[config.mk]
export PLATFORM = sky130hd
export DESIGN_NAME = unique_key_ordered_list_top_flat
export DESIGN_NICKNAME = d
export VERILOG_FILES = /design/src/design/ukol_pkg.sv /design/src/design/ukol_if.sv /design/src/design/ukol_ram.sv /design/src/design/ukol_ctrl.sv /design/src/design/unique_key_ordered_list_top.sv /design/src/flat_wrapper.sv
export SDC_FILE = /design/constraint.sdc
export NUM_CORES = 1
export LEC_CHECK = 0
export BUFFER_PORTS_ARGS = -buffer_cell sky130_fd_sc_hd__buf_2
export CAP_MARGIN = 15
export CELL_PAD_IN_SITES_DETAIL_PLACEMENT = 2
export CELL_PAD_IN_SITES_GLOBAL_PLACEMENT = 2
export CORE_MARGIN = 3
export CORE_UTILIZATION = 50
export DETAILED_ROUTE_END_ITERATION = 10
export HOLD_SLACK_MARGIN = 0.03
export PLACE_DENSITY = 0.89
export SLEW_MARGIN = 20
export SYNTH_ARGS = -nofsm -noshare
export SYNTH_HDL_FRONTEND = slang
export SYNTH_SLANG_ARGS = --single-unit
[constraint.sdc]
create_clock -name clk_i -period 6.1 [get_ports clk_i]
set_clock_uncertainty 0.15 [all_clocks]
set_input_delay 0.915 -clock clk_i [delete_from_list [all_inputs] [get_ports clk_i]]
set_output_delay 0.915 -clock clk_i [all_outputs]
set_load 0.02 [all_outputs]
[src/design/ukol_pkg.sv]
// Package for the unique-key ordered list: sizes, operation codes, the
// sequencer state type and the result record. No dependencies.
package ukol_pkg;

  localparam int DEPTH   = 32;
  localparam int AW      = $clog2(DEPTH);
  localparam int CW      = $clog2(DEPTH + 1);
  localparam int CODE_W  = 31;
  localparam int OP_W    = 3;
  localparam int TOTAL_W = 6;

  localparam logic [OP_W-1:0] OP_INS_FRONT = 3'd0;
  localparam logic [OP_W-1:0] OP_INS_BACK  = 3'd1;
  localparam logic [OP_W-1:0] OP_REMOVE    = 3'd2;
  localparam logic [OP_W-1:0] OP_SEARCH    = 3'd3;
  localparam logic [OP_W-1:0] OP_COUNT     = 3'd4;
  localparam logic [OP_W-1:0] OP_DUMP      = 3'd5;

  typedef enum logic [2:0] {
    ST_IDLE,
    ST_SCAN,
    ST_SHIFT,
    ST_RESP,
    ST_DUMP
  } state_e;

  typedef struct packed {
    logic              ok;
    logic [CODE_W-1:0] item_code;
    logic              item_valid;
    logic [TOTAL_W-1:0] entry_total;
    logic              last;
  } res_t;

endpackage

[src/design/ukol_if.sv]
// Valid/ready channel interfaces for requests and results of the ordered list.
// Depends on ukol_pkg for field widths.
interface ukol_req_if import ukol_pkg::*; ();
  logic                     valid;
  logic                     ready;
  logic [OP_W-1:0]          op;
  logic signed [31:0]       code;

  modport source (output valid, op, code, input ready);
  modport sink   (input valid, op, code, output ready);
endinterface

interface ukol_rsp_if import ukol_pkg::*; ();
  logic                     valid;
  logic                     ready;
  logic                     ok;
  logic [CODE_W-1:0]        item_code;
  logic                     item_valid;
  logic [TOTAL_W-1:0]       entry_total;
  logic                     last;

  modport source (output valid, ok, item_code, item_valid, entry_total, last,
                  input ready);
  modport sink   (input valid, ok, item_code, item_valid, entry_total, last,
                  output ready);
endinterface

[src/design/ukol_ram.sv]
// Generic single-write, single-read RAM with a registered read port.
// Read and write of the same address in one cycle returns the old data.
module ukol_ram #(
  parameter int DATA_W  = 31,
  parameter int DEPTH_N = 32
) (
  input  logic                        clk_i,
  input  logic                        we_i,
  input  logic [$clog2(DEPTH_N)-1:0]  waddr_i,
  input  logic [DATA_W-1:0]           wdata_i,
  input  logic [$clog2(DEPTH_N)-1:0]  raddr_i,
  output logic [DATA_W-1:0]           rdata_o
);

  logic [DATA_W-1:0] mem [DEPTH_N];

  always_ff @(posedge clk_i) begin
    if (we_i) begin
      mem[waddr_i] <= wdata_i;
    end
  end

  always_ff @(posedge clk_i) begin
    rdata_o <= mem[raddr_i];
  end

endmodule

[src/design/ukol_ctrl.sv]
// Sequencer of the ordered list: walks the entry RAM one slot per cycle with
// a single comparator, compacts on remove and streams entries on dump.
// Depends on ukol_pkg; drives ukol_ram.
module ukol_ctrl import ukol_pkg::*; (
  input  logic               clk_i,
  input  logic               rst_ni,
  input  logic               req_valid_i,
  output logic               req_ready_o,
  input  logic [OP_W-1:0]    req_op_i,
  input  logic [31:0]        req_code_i,
  output logic               res_valid_o,
  input  logic               res_ready_i,
  output res_t               res_o,
  output logic               ram_we_o,
  output logic [AW-1:0]      ram_waddr_o,
  output logic [CODE_W-1:0]  ram_wdata_o,
  output logic [AW-1:0]      ram_raddr_o,
  input  logic [CODE_W-1:0]  ram_rdata_i
);

  state_e             state_q, state_d;
  logic [OP_W-1:0]    op_q, op_d;
  logic [CODE_W-1:0]  code_q, code_d;
  logic [CW-1:0]      idx_q, idx_d;
  logic [CW-1:0]      count_q, count_d;
  logic [AW-1:0]      head_q, head_d;
  logic               ok_q, ok_d;
  logic [AW-1:0]      head_dec;
  logic               code_pos;
  logic               dump_last;

  // Logical position to RAM slot in the circular buffer.
  function automatic logic [AW-1:0] slot(input logic [AW-1:0] head,
                                         input logic [CW-1:0] pos);
    logic [CW:0] sum;
    sum = {1'b0, pos} + (CW+1)'(head);
    if (sum >= (CW+1)'(DEPTH)) begin
      sum = sum - (CW+1)'(DEPTH);
    end
    return AW'(sum);
  endfunction

  assign head_dec  = (head_q == '0) ? AW'(DEPTH - 1) : head_q - 1'b1;
  assign code_pos  = (req_code_i[31] == 1'b0) && (req_code_i != '0);
  assign dump_last = (idx_q == CW'(count_q - 1'b1));

  always_ff @(posedge clk_i or negedge rst_ni) begin
    if (!rst_ni) begin
      state_q <= ST_IDLE;
      count_q <= '0;
      head_q  <= '0;
    end else begin
      state_q <= state_d;
      count_q <= count_d;
      head_q  <= head_d;
    end
  end

  always_ff @(posedge clk_i) begin
    op_q   <= op_d;
    code_q <= code_d;
    idx_q  <= idx_d;
    ok_q   <= ok_d;
  end

  always_comb begin
    state_d     = state_q;
    op_d        = op_q;
    code_d      = code_q;
    idx_d       = idx_q;
    count_d     = count_q;
    head_d      = head_q;
    ok_d        = ok_q;
    req_ready_o = 1'b0;
    res_valid_o = 1'b0;
    res_o       = '0;
    res_o.entry_total = TOTAL_W'(count_q);
    res_o.last  = 1'b1;
    ram_we_o    = 1'b0;
    ram_waddr_o = slot(head_q, count_q);
    ram_wdata_o = code_q;

    case (state_q)
      ST_IDLE: begin
        req_ready_o = 1'b1;
        if (req_valid_i) begin
          op_d   = req_op_i;
          code_d = req_code_i[CODE_W-1:0];
          idx_d  = '0;
          ok_d   = 1'b0;
          case (req_op_i)
            OP_INS_FRONT, OP_INS_BACK: begin
              state_d = (code_pos && count_q < CW'(DEPTH)) ? ST_SCAN : ST_RESP;
            end
            OP_REMOVE, OP_SEARCH: begin
              state_d = code_pos ? ST_SCAN : ST_RESP;
            end
            OP_DUMP: begin
              state_d = (count_q == '0) ? ST_RESP : ST_DUMP;
            end
            default: begin
              state_d = ST_RESP;
            end
          endcase
        end
      end

      ST_SCAN: begin
        if (idx_q == count_q) begin
          // Code not held.
          state_d = ST_RESP;
          case (op_q)
            OP_INS_FRONT: begin
              ram_we_o    = 1'b1;
              ram_waddr_o = head_dec;
              head_d      = head_dec;
              count_d     = count_q + 1'b1;
              ok_d        = 1'b1;
            end
            OP_INS_BACK: begin
              ram_we_o    = 1'b1;
              count_d     = count_q + 1'b1;
              ok_d        = 1'b1;
            end
            default: begin
              ok_d = 1'b0;
            end
          endcase
        end else if (ram_rdata_i == code_q) begin
          case (op_q)
            OP_REMOVE: begin
              idx_d   = idx_q + 1'b1;
              state_d = ST_SHIFT;
            end
            OP_SEARCH: begin
              ok_d    = 1'b1;
              state_d = ST_RESP;
            end
            default: begin
              ok_d    = 1'b0;
              state_d = ST_RESP;
            end
          endcase
        end else begin
          idx_d = idx_q + 1'b1;
        end
      end

      ST_SHIFT: begin
        if (idx_q == count_q) begin
          count_d = count_q - 1'b1;
          ok_d    = 1'b1;
          state_d = ST_RESP;
        end else begin
          ram_we_o    = 1'b1;
          ram_waddr_o = slot(head_q, idx_q - 1'b1);
          ram_wdata_o = ram_rdata_i;
          idx_d       = idx_q + 1'b1;
        end
      end

      ST_RESP: begin
        res_valid_o = 1'b1;
        res_o.ok    = ok_q;
        if (res_ready_i) begin
          state_d = ST_IDLE;
        end
      end

      ST_DUMP: begin
        res_valid_o      = 1'b1;
        res_o.item_code  = ram_rdata_i;
        res_o.item_valid = 1'b1;
        res_o.last       = dump_last;
        if (res_ready_i) begin
          if (dump_last) begin
            state_d = ST_IDLE;
          end else begin
            idx_d = idx_q + 1'b1;
          end
        end
      end

      default: begin
        state_d = ST_IDLE;
      end
    endcase

    // The read port always follows the next index, so the registered read
    // data holds the entry at the current index.
    ram_raddr_o = slot(head_d, idx_d);
  end

endmodule

[src/design/unique_key_ordered_list_top.sv]
// Ordered list of up to DEPTH distinct positive codes; one request per transfer.
// Insert, search and remove scan the entries from the front; remove then moves each entry
// behind the match one slot forward; a dump gives one result per cycle while taken.
// The next request is taken in the cycle after the last result leaves the sequencer.
// Reset (rst_ni low, asynchronous) empties the list; the entry RAM is not cleared.
// Depends on ukol_pkg, ukol_if, ukol_ram and ukol_ctrl.
module unique_key_ordered_list_top import ukol_pkg::*; (
  input  logic     clk_i,
  input  logic     rst_ni,
  ukol_req_if.sink   req_i,
  ukol_rsp_if.source rsp_o
);

  // Sequencer to output register.
  logic              res_valid;
  logic              res_ready;
  res_t              res;

  // Sequencer to entry RAM.
  logic              ram_we;
  logic [AW-1:0]     ram_waddr;
  logic [CODE_W-1:0] ram_wdata;
  logic [AW-1:0]     ram_raddr;
  logic [CODE_W-1:0] ram_rdata;

  // Output register: holds one result so that the sequencer can move on while
  // the consumer has not yet taken the previous transfer.
  logic              out_valid_q, out_valid_d;
  res_t              out_q;

  // The entries live in a circular buffer: a front insert only moves the head
  // back by one slot, so no insert ever has to move existing entries.
  ukol_ram #(
    .DATA_W  (CODE_W),
    .DEPTH_N (DEPTH)
  ) u_ram (
    .clk_i   (clk_i),
    .we_i    (ram_we),
    .waddr_i (ram_waddr),
    .wdata_i (ram_wdata),
    .raddr_i (ram_raddr),
    .rdata_o (ram_rdata)
  );

  // The sequencer walks the list with one comparator, one slot per cycle.
  ukol_ctrl u_ctrl (
    .clk_i       (clk_i),
    .rst_ni      (rst_ni),
    .req_valid_i (req_i.valid),
    .req_ready_o (req_i.ready),
    .req_op_i    (req_i.op),
    .req_code_i  (req_i.code),
    .res_valid_o (res_valid),
    .res_ready_i (res_ready),
    .res_o       (res),
    .ram_we_o    (ram_we),
    .ram_waddr_o (ram_waddr),
    .ram_wdata_o (ram_wdata),
    .ram_raddr_o (ram_raddr),
    .ram_rdata_i (ram_rdata)
  );

  // A new result may load when the register is empty or is being emptied in
  // this same cycle.
  assign res_ready = !out_valid_q || rsp_o.ready;

  always_comb begin
    out_valid_d = out_valid_q;
    if (res_valid && res_ready) begin
      out_valid_d = 1'b1;
    end else if (rsp_o.ready) begin
      out_valid_d = 1'b0;
    end
  end

  always_ff @(posedge clk_i or negedge rst_ni) begin
    if (!rst_ni) begin
      out_valid_q <= 1'b0;
    end else begin
      out_valid_q <= out_valid_d;
    end
  end

  always_ff @(posedge clk_i) begin
    if (res_valid && res_ready) begin
      out_q <= res;
    end
  end

  assign rsp_o.valid       = out_valid_q;
  assign rsp_o.ok          = out_q.ok;
  assign rsp_o.item_code   = out_q.item_code;
  assign rsp_o.item_valid  = out_q.item_valid;
  assign rsp_o.entry_total = out_q.entry_total;
  assign rsp_o.last        = out_q.last;

endmodule
[src/flat_wrapper.sv]
// flat-port wrapper written by rule: the top's interface ports become plain ports
module unique_key_ordered_list_top_flat import ukol_pkg::*;
  (clk_i, rst_ni, req_i_valid, req_i_op, req_i_code, req_i_ready, rsp_o_valid, rsp_o_ok, rsp_o_item_code, rsp_o_item_valid, rsp_o_entry_total, rsp_o_last, rsp_o_ready);
  ukol_req_if req_i_i ();
  ukol_rsp_if rsp_o_i ();
  input  logic clk_i;
  input  logic rst_ni;
  input wire logic [$bits(req_i_i.valid)-1:0] req_i_valid;
  input wire logic [$bits(req_i_i.op)-1:0] req_i_op;
  input wire logic [$bits(req_i_i.code)-1:0] req_i_code;
  output wire logic [$bits(req_i_i.ready)-1:0] req_i_ready;
  output wire logic [$bits(rsp_o_i.valid)-1:0] rsp_o_valid;
  output wire logic [$bits(rsp_o_i.ok)-1:0] rsp_o_ok;
  output wire logic [$bits(rsp_o_i.item_code)-1:0] rsp_o_item_code;
  output wire logic [$bits(rsp_o_i.item_valid)-1:0] rsp_o_item_valid;
  output wire logic [$bits(rsp_o_i.entry_total)-1:0] rsp_o_entry_total;
  output wire logic [$bits(rsp_o_i.last)-1:0] rsp_o_last;
  input wire logic [$bits(rsp_o_i.ready)-1:0] rsp_o_ready;
  assign req_i_i.valid = req_i_valid;
  assign req_i_i.op = req_i_op;
  assign req_i_i.code = req_i_code;
  assign req_i_ready = req_i_i.ready;
  assign rsp_o_valid = rsp_o_i.valid;
  assign rsp_o_ok = rsp_o_i.ok;
  assign rsp_o_item_code = rsp_o_i.item_code;
  assign rsp_o_item_valid = rsp_o_i.item_valid;
  assign rsp_o_entry_total = rsp_o_i.entry_total;
  assign rsp_o_last = rsp_o_i.last;
  assign rsp_o_i.ready = rsp_o_ready;
  unique_key_ordered_list_top u_core (.clk_i(clk_i), .rst_ni(rst_ni), .req_i(req_i_i), .rsp_o(rsp_o_i));
endmodule
==> run_summary.xml, run 1 <==
<?xml version="1.0" encoding="UTF-8"?>
<metrics>
  <group name="logic_synthesis">
    <metric name="synth_seq_area_share" unit="%">75.8</metric>
    <metric name="synth_top_cells_by_count" unit="">sky130_fd_sc_hd__edfxtp_1 (1068), sky130_fd_sc_hd__mux4_2 (310), sky130_fd_sc_hd__clkbuf_1 (66), sky130_fd_sc_hd__nor2_1 (52), sky130_fd_sc_hd__xnor2_1 (48)</metric>
    <metric name="synthDominantCellAreaShare" unit="%">73.2</metric>
    <metric name="postSynthRegisterBits" unit="">1119</metric>
    <metric name="netlist-cell-type-count" unit="">56</metric>
    <metric name="dominant_cells_by_area_after_synthesis" unit="">sky130_fd_sc_hd__edfxtp_1 (73%), sky130_fd_sc_hd__mux4_2 (16%), sky130_fd_sc_hd__dfxtp_1 (1.6%), sky130_fd_sc_hd__mux2_4 (1.0%), sky130_fd_sc_hd__xnor2_1 (0.96%)</metric>
    <metric name="synth_top_flop_cell" unit="">sky130_fd_sc_hd__edfxtp_1</metric>
    <metric name="syn_avg_cell_area" unit="um^2">22.5</metric>
    <metric name="netlist_area" unit="mm^2">0.0438</metric>
    <metric name="yosys_warnings" unit="">0</metric>
    <metric name="yosysMostFrequentCell" unit="">sky130_fd_sc_hd__edfxtp_1</metric>
    <metric name="postSynth.asyncResetShare" unit="%">1.34</metric>
    <metric name="synth_edf_count" unit="">1068</metric>
    <metric name="netlist_instances" unit="">1943</metric>
    <metric name="synth_nets" unit="">2002</metric>
    <metric name="synth_largest_area_cell" unit="">sky130_fd_sc_hd__edfxtp_1</metric>
  </group>
  <group name="placement">
    <metric name="gpl.final_weighted_congestion" unit="">0.871</metric>
    <metric name="dp_hpwl" unit="um">96200</metric>
    <metric name="buffer_ports.inserted" unit="">80</metric>
  </group>
  <group name="floorplan">
    <metric name="number_of_top_level_pins" unit="">81</metric>
    <metric name="rows" unit="">107</metric>
    <metric name="die-height" unit="um">302</metric>
    <metric name="die_w" unit="um">302</metric>
    <metric name="initial_utilization" unit="%">50.9</metric>
  </group>
  <group name="outcome">
    <metric name="run_status" unit="">stopped before the end</metric>
    <metric name="stop_stage" unit="">detailed placement</metric>
    <metric name="stop_error" unit="">[ERROR DPL-0033] detailed placement checks failed during check placement.</metric>
  </group>
</metrics>
## cells by family after synthesis
kind of cell             count (synthesis)  share of synthesized area [%]
XOR/XNOR                                67                           1.48
flip-flops                            1119                           75.8
adder cells (fa/ha/maj)                 20                          0.623
buffers and inverters                  104                           1.00
multiplexers                           373                           17.8
AND/OR/NAND/NOR                        191                           2.28
AO/OA/AOI/OAI                           69                           1.05
## stage by stage
step,hold slack (ns),std cells,area [um^2]
2_1_floorplan,0.274,1943,43800
3_3_place_gp,0.406,3140,46300
==> inputs of run 2 (changes only) <==
- CELL_PAD_IN_SITES_DETAIL_PLACEMENT: 2 -> unset
- CELL_PAD_IN_SITES_GLOBAL_PLACEMENT: 2 -> unset
- CORE_UTILIZATION: 50 -> 35
- HOLD_SLACK_MARGIN: 0.03 -> unset
- PLACE_DENSITY: 0.89 -> unset
- PLACE_DENSITY_LB_ADDON: unset -> 0.15
==> run 2 against run 1 <==
The flow now finishes without violations. Synthesized cell count unchanged. Area after synthesis unchanged.
==> run_summary.xml, run 2 <==
<?xml version="1.0" encoding="UTF-8"?>
<metrics>
  <group name="logic_synthesis">
    <metric name="synth_nets" unit="">2002</metric>
    <metric name="netlist_area" unit="mm^2">0.0438</metric>
    <metric name="syn_avg_cell_area" unit="um^2">22.5</metric>
    <metric name="netlist_instances" unit="">1943</metric>
    <metric name="synth_largest_area_cell" unit="">sky130_fd_sc_hd__edfxtp_1</metric>
    <metric name="netlist-cell-type-count" unit="">56</metric>
    <metric name="synthDominantCellAreaShare" unit="%">73.2</metric>
    <metric name="synth_top_cells_by_count" unit="">sky130_fd_sc_hd__edfxtp_1 (1068), sky130_fd_sc_hd__mux4_2 (310), sky130_fd_sc_hd__clkbuf_1 (66), sky130_fd_sc_hd__nor2_1 (52), sky130_fd_sc_hd__xnor2_1 (48)</metric>
    <metric name="yosysMostFrequentCell" unit="">sky130_fd_sc_hd__edfxtp_1</metric>
    <metric name="dominant_cells_by_area_after_synthesis" unit="">sky130_fd_sc_hd__edfxtp_1 (73%), sky130_fd_sc_hd__mux4_2 (16%), sky130_fd_sc_hd__dfxtp_1 (1.6%), sky130_fd_sc_hd__mux2_4 (1.0%), sky130_fd_sc_hd__xnor2_1 (0.96%)</metric>
    <metric name="synth_seq_area_share" unit="%">75.8</metric>
    <metric name="postSynth.asyncResetShare" unit="%">1.34</metric>
    <metric name="synth_edf_count" unit="">1068</metric>
    <metric name="synth_top_flop_cell" unit="">sky130_fd_sc_hd__edfxtp_1</metric>
    <metric name="yosys_warnings" unit="">0</metric>
    <metric name="postSynthRegisterBits" unit="">1119</metric>
  </group>
  <group name="timing">
    <metric name="timing.setup.tns" unit="ns">0</metric>
    <metric name="final_max_slew_viol_count" unit="">0</metric>
    <metric name="worstMarginPinSlew" unit="ns">0.933</metric>
    <metric name="final_min_period_over_clock_period" unit="%">92.3</metric>
    <metric name="achievable-frequency" unit="MHz">178</metric>
    <metric name="layout_setup_ws" unit="ns">0.472</metric>
    <metric name="final_hold_violation_count" unit="">0</metric>
    <metric name="timing.final.setup_violations" unit="">0</metric>
    <metric name="slew-limit-headroom" unit="%">37.8</metric>
    <metric name="post-route-min-period" unit="ns">5.63</metric>
    <metric name="rsz_0062_raised_after_global_routing" unit="">no</metric>
  </group>
  <group name="drt">
    <metric name="detail_route.drc_violations" unit="">0</metric>
    <metric name="wl_per_cell" unit="um">31.8</metric>
    <metric name="detail_route.iter0.violations" unit="">2357</metric>
    <metric name="drtAntennaViolNets" unit="">0</metric>
    <metric name="drt_first_pass_iters" unit="">5</metric>
    <metric name="drt-total-wl" unit="um">123000</metric>
    <metric name="drt-vias-per-instance" unit="">5.40</metric>
    <metric name="dr_total_vias" unit="">21000</metric>
  </group>
  <group name="floorplan">
    <metric name="die-height" unit="um">360</metric>
    <metric name="die_w" unit="um">360</metric>
    <metric name="fp.coreArea" unit="mm^2">0.124</metric>
    <metric name="rows" unit="">129</metric>
    <metric name="die_area" unit="mm^2">0.129</metric>
    <metric name="initial_utilization" unit="%">35.3</metric>
    <metric name="number_of_top_level_pins" unit="">81</metric>
  </group>
  <group name="placement">
    <metric name="gpl.final_weighted_congestion" unit="">0.824</metric>
    <metric name="detailedPlace.worstSlack" unit="ns">0.101</metric>
    <metric name="buffer_ports.inserted" unit="">80</metric>
    <metric name="dp_hpwl" unit="um">69400</metric>
    <metric name="post_dp_cell_area" unit="mm^2">0.0473</metric>
  </group>
  <group name="global_routing">
    <metric name="grt_util_all_layers" unit="%">19.1</metric>
    <metric name="grt_overflow_total" unit="">0</metric>
    <metric name="grt_busiest_layer" unit="">met2</metric>
    <metric name="antenna_violations_before_repair" unit="">4</metric>
    <metric name="use_met2" unit="%">31.6</metric>
    <metric name="grt.met1_usage" unit="%">26.7</metric>
    <metric name="grt_first_pass_wirelength" unit="um">174000</metric>
    <metric name="grt_util_met3" unit="%">2.71</metric>
    <metric name="grt_start_max_net_pins" unit="">66</metric>
    <metric name="grt_pass1_vias" unit="">21700</metric>
  </group>
  <group name="clock_network">
    <metric name="htree_num_levels" unit="">3</metric>
    <metric name="cts.repair_timing.setup_buffer_count" unit="">0</metric>
    <metric name="worst_setup_hold_path_clk_slew" unit="ns">0.06</metric>
    <metric name="insertion_delay" unit="ns">0.73</metric>
    <metric name="clock_tree.buffer_depth" unit="">3</metric>
    <metric name="tritoncts" unit="">built</metric>
    <metric name="cts_made_buffers" unit="">115</metric>
    <metric name="clockRootBuffer" unit="">sky130_fd_sc_hd__clkbuf_16</metric>
    <metric name="clock-sinks" unit="">1119</metric>
  </group>
  <group name="setup_path">
    <metric name="max_stage_delay" unit="ns">0.84</metric>
    <metric name="cp.buffers_inverters" unit="">2</metric>
    <metric name="timing.critical_path.fanout_max" unit="">65</metric>
    <metric name="worstSetupEndpointType" unit="">flip-flop</metric>
    <metric name="worst-endpoint-required" unit="ns">6.54</metric>
    <metric name="critical_path.startpoint" unit="">u_core.u_ctrl.code_q[28]</metric>
    <metric name="timing.rr.start" unit="">u_core.u_ctrl.code_q[28]</metric>
    <metric name="crit_chain" unit="">xnor2_1, nand4_1, nor4_2, nand3_1, a32o_1, nor2_1, nor2_1, ha_4, fa_4, buf_12, buf_4, mux4_2, mux4_2, mux2_4</metric>
    <metric name="critPathSlowestCell" unit="">sky130_fd_sc_hd__fa_4</metric>
    <metric name="critical_path_class" unit="">flip-flop to flip-flop</metric>
    <metric name="critical_path_s_top_delay_family" unit="">simple AND/OR/NAND/NOR gates</metric>
    <metric name="worst_ep_arrival_time" unit="ns">6.06</metric>
    <metric name="worstSetupStartpointType" unit="">flip-flop</metric>
  </group>
  <group name="hold_path">
    <metric name="hold_class" unit="">primary input to flip-flop</metric>
    <metric name="min_from" unit="">req_i_op[1]</metric>
  </group>
  <group name="final_layout">
    <metric name="regMostFlops" unit="">u_core.u_ram.mem</metric>
    <metric name="finish.instance_area" unit="mm^2">0.0512</metric>
    <metric name="layout.cells.most_common_list" unit="">sky130_fd_sc_hd__edfxtp_1 (1068), sky130_fd_sc_hd__mux4_2 (310), sky130_fd_sc_hd__clkbuf_16 (117), sky130_fd_sc_hd__buf_2 (80), sky130_fd_sc_hd__buf_4 (57)</metric>
    <metric name="proportion_of_layout_cells_with_a_drive_suffix_above_1" unit="%">34.5</metric>
    <metric name="area_delta_synth_final" unit="%">16.9</metric>
    <metric name="layout.cells.most_common" unit="">sky130_fd_sc_hd__edfxtp_1</metric>
    <metric name="design.final.nets" unit="">2198</metric>
    <metric name="largest_register_ffs" unit="">992</metric>
  </group>
  <group name="job">
    <metric name="maxCapViolations" unit="">0</metric>
  </group>
  <group name="outcome">
    <metric name="run_status" unit="">completed</metric>
  </group>
</metrics>
[run 2: area by class of cell]
| type | instances | area, um^2 |
|---|---|---|
| multi-input combinational | 720 | 10500 |
| clock inverter | 56 | 681 |
| antenna | 2 | 5.00 |
| inverter | 11 | 41.3 |
| clock buffer | 162 | 3230 |
| timing repair buffer | 172 | 1520 |
| sequential | 1119 | 33200 |
| fill | 10800 | 72800 |
| tap | 1637 | 2050 |
[run 2: what timing repair did]
item / 4_1_cts / 5_1_grt
hold buffers: 1 / 0
gates resized for setup: 0 / 1
hold endpoints to repair: 15 / 0
endpoints found under the setup margin: 0 / 1
[run 2: cell families after synthesis]
logic type,after synthesis,share of synthesized area (%)
DFF,1119,75.8
xor gates and xnor gates,67,1.48
AOI/OAI and AO/OA,69,1.05
muxes,373,17.8
and+or+nand+nor,191,2.28
buffers and inverters,104,1.00
adders and majority gates,20,0.623
[run 2: path summary, 6_finish.rpt]
check | depth (start not counted) | slack, ns | end
max | 14 | 0.47 | u_core.u_ram.rdata_o[27]
min | 1 | 0.24 | u_core.u_ctrl.op_q[1]
max reg2reg | 14 | 0.47 | u_core.u_ram.rdata_o[27]
min reg2reg | 1 | 0.41 | u_core.rsp_o.ok
max in group asynchronous | 2 | 5.01 | u_core.u_ctrl.count_q[3]
min in group asynchronous | 2 | 0.51 | u_core.u_ctrl.count_q[4]
[run 2: per-stage QoR]
stage,utilization (%),hold slack (ns),instances
2_1_floorplan,-,0.274,1943
3_3_place_gp,38.1,0.410,3658
3_5_place_dp,38.1,0.405,3658
4_1_cts,41.3,0.186,3877
5_1_grt,41.3,0.216,3877
6_report,41.3,0.242,3879
[run 2: per-layer routing]
| layer | vias to the layer above | part of all wire, % | wire [um] |
|---|---|---|---|
| li1 | 8567 | - | - |
| met1 | 11600 | 44 | 53700 |
| met2 | 627 | 49 | 60700 |
| met3 | 155 | 5.2 | 6410 |
| met4 | 0 | 2.0 | 2500 |
| met5 | - | 0 | 0 |
Power of run 2 is left out: the tool's default activity adds up to more than one toggle a clock period on the data nets, which glitch-free logic cannot reach.
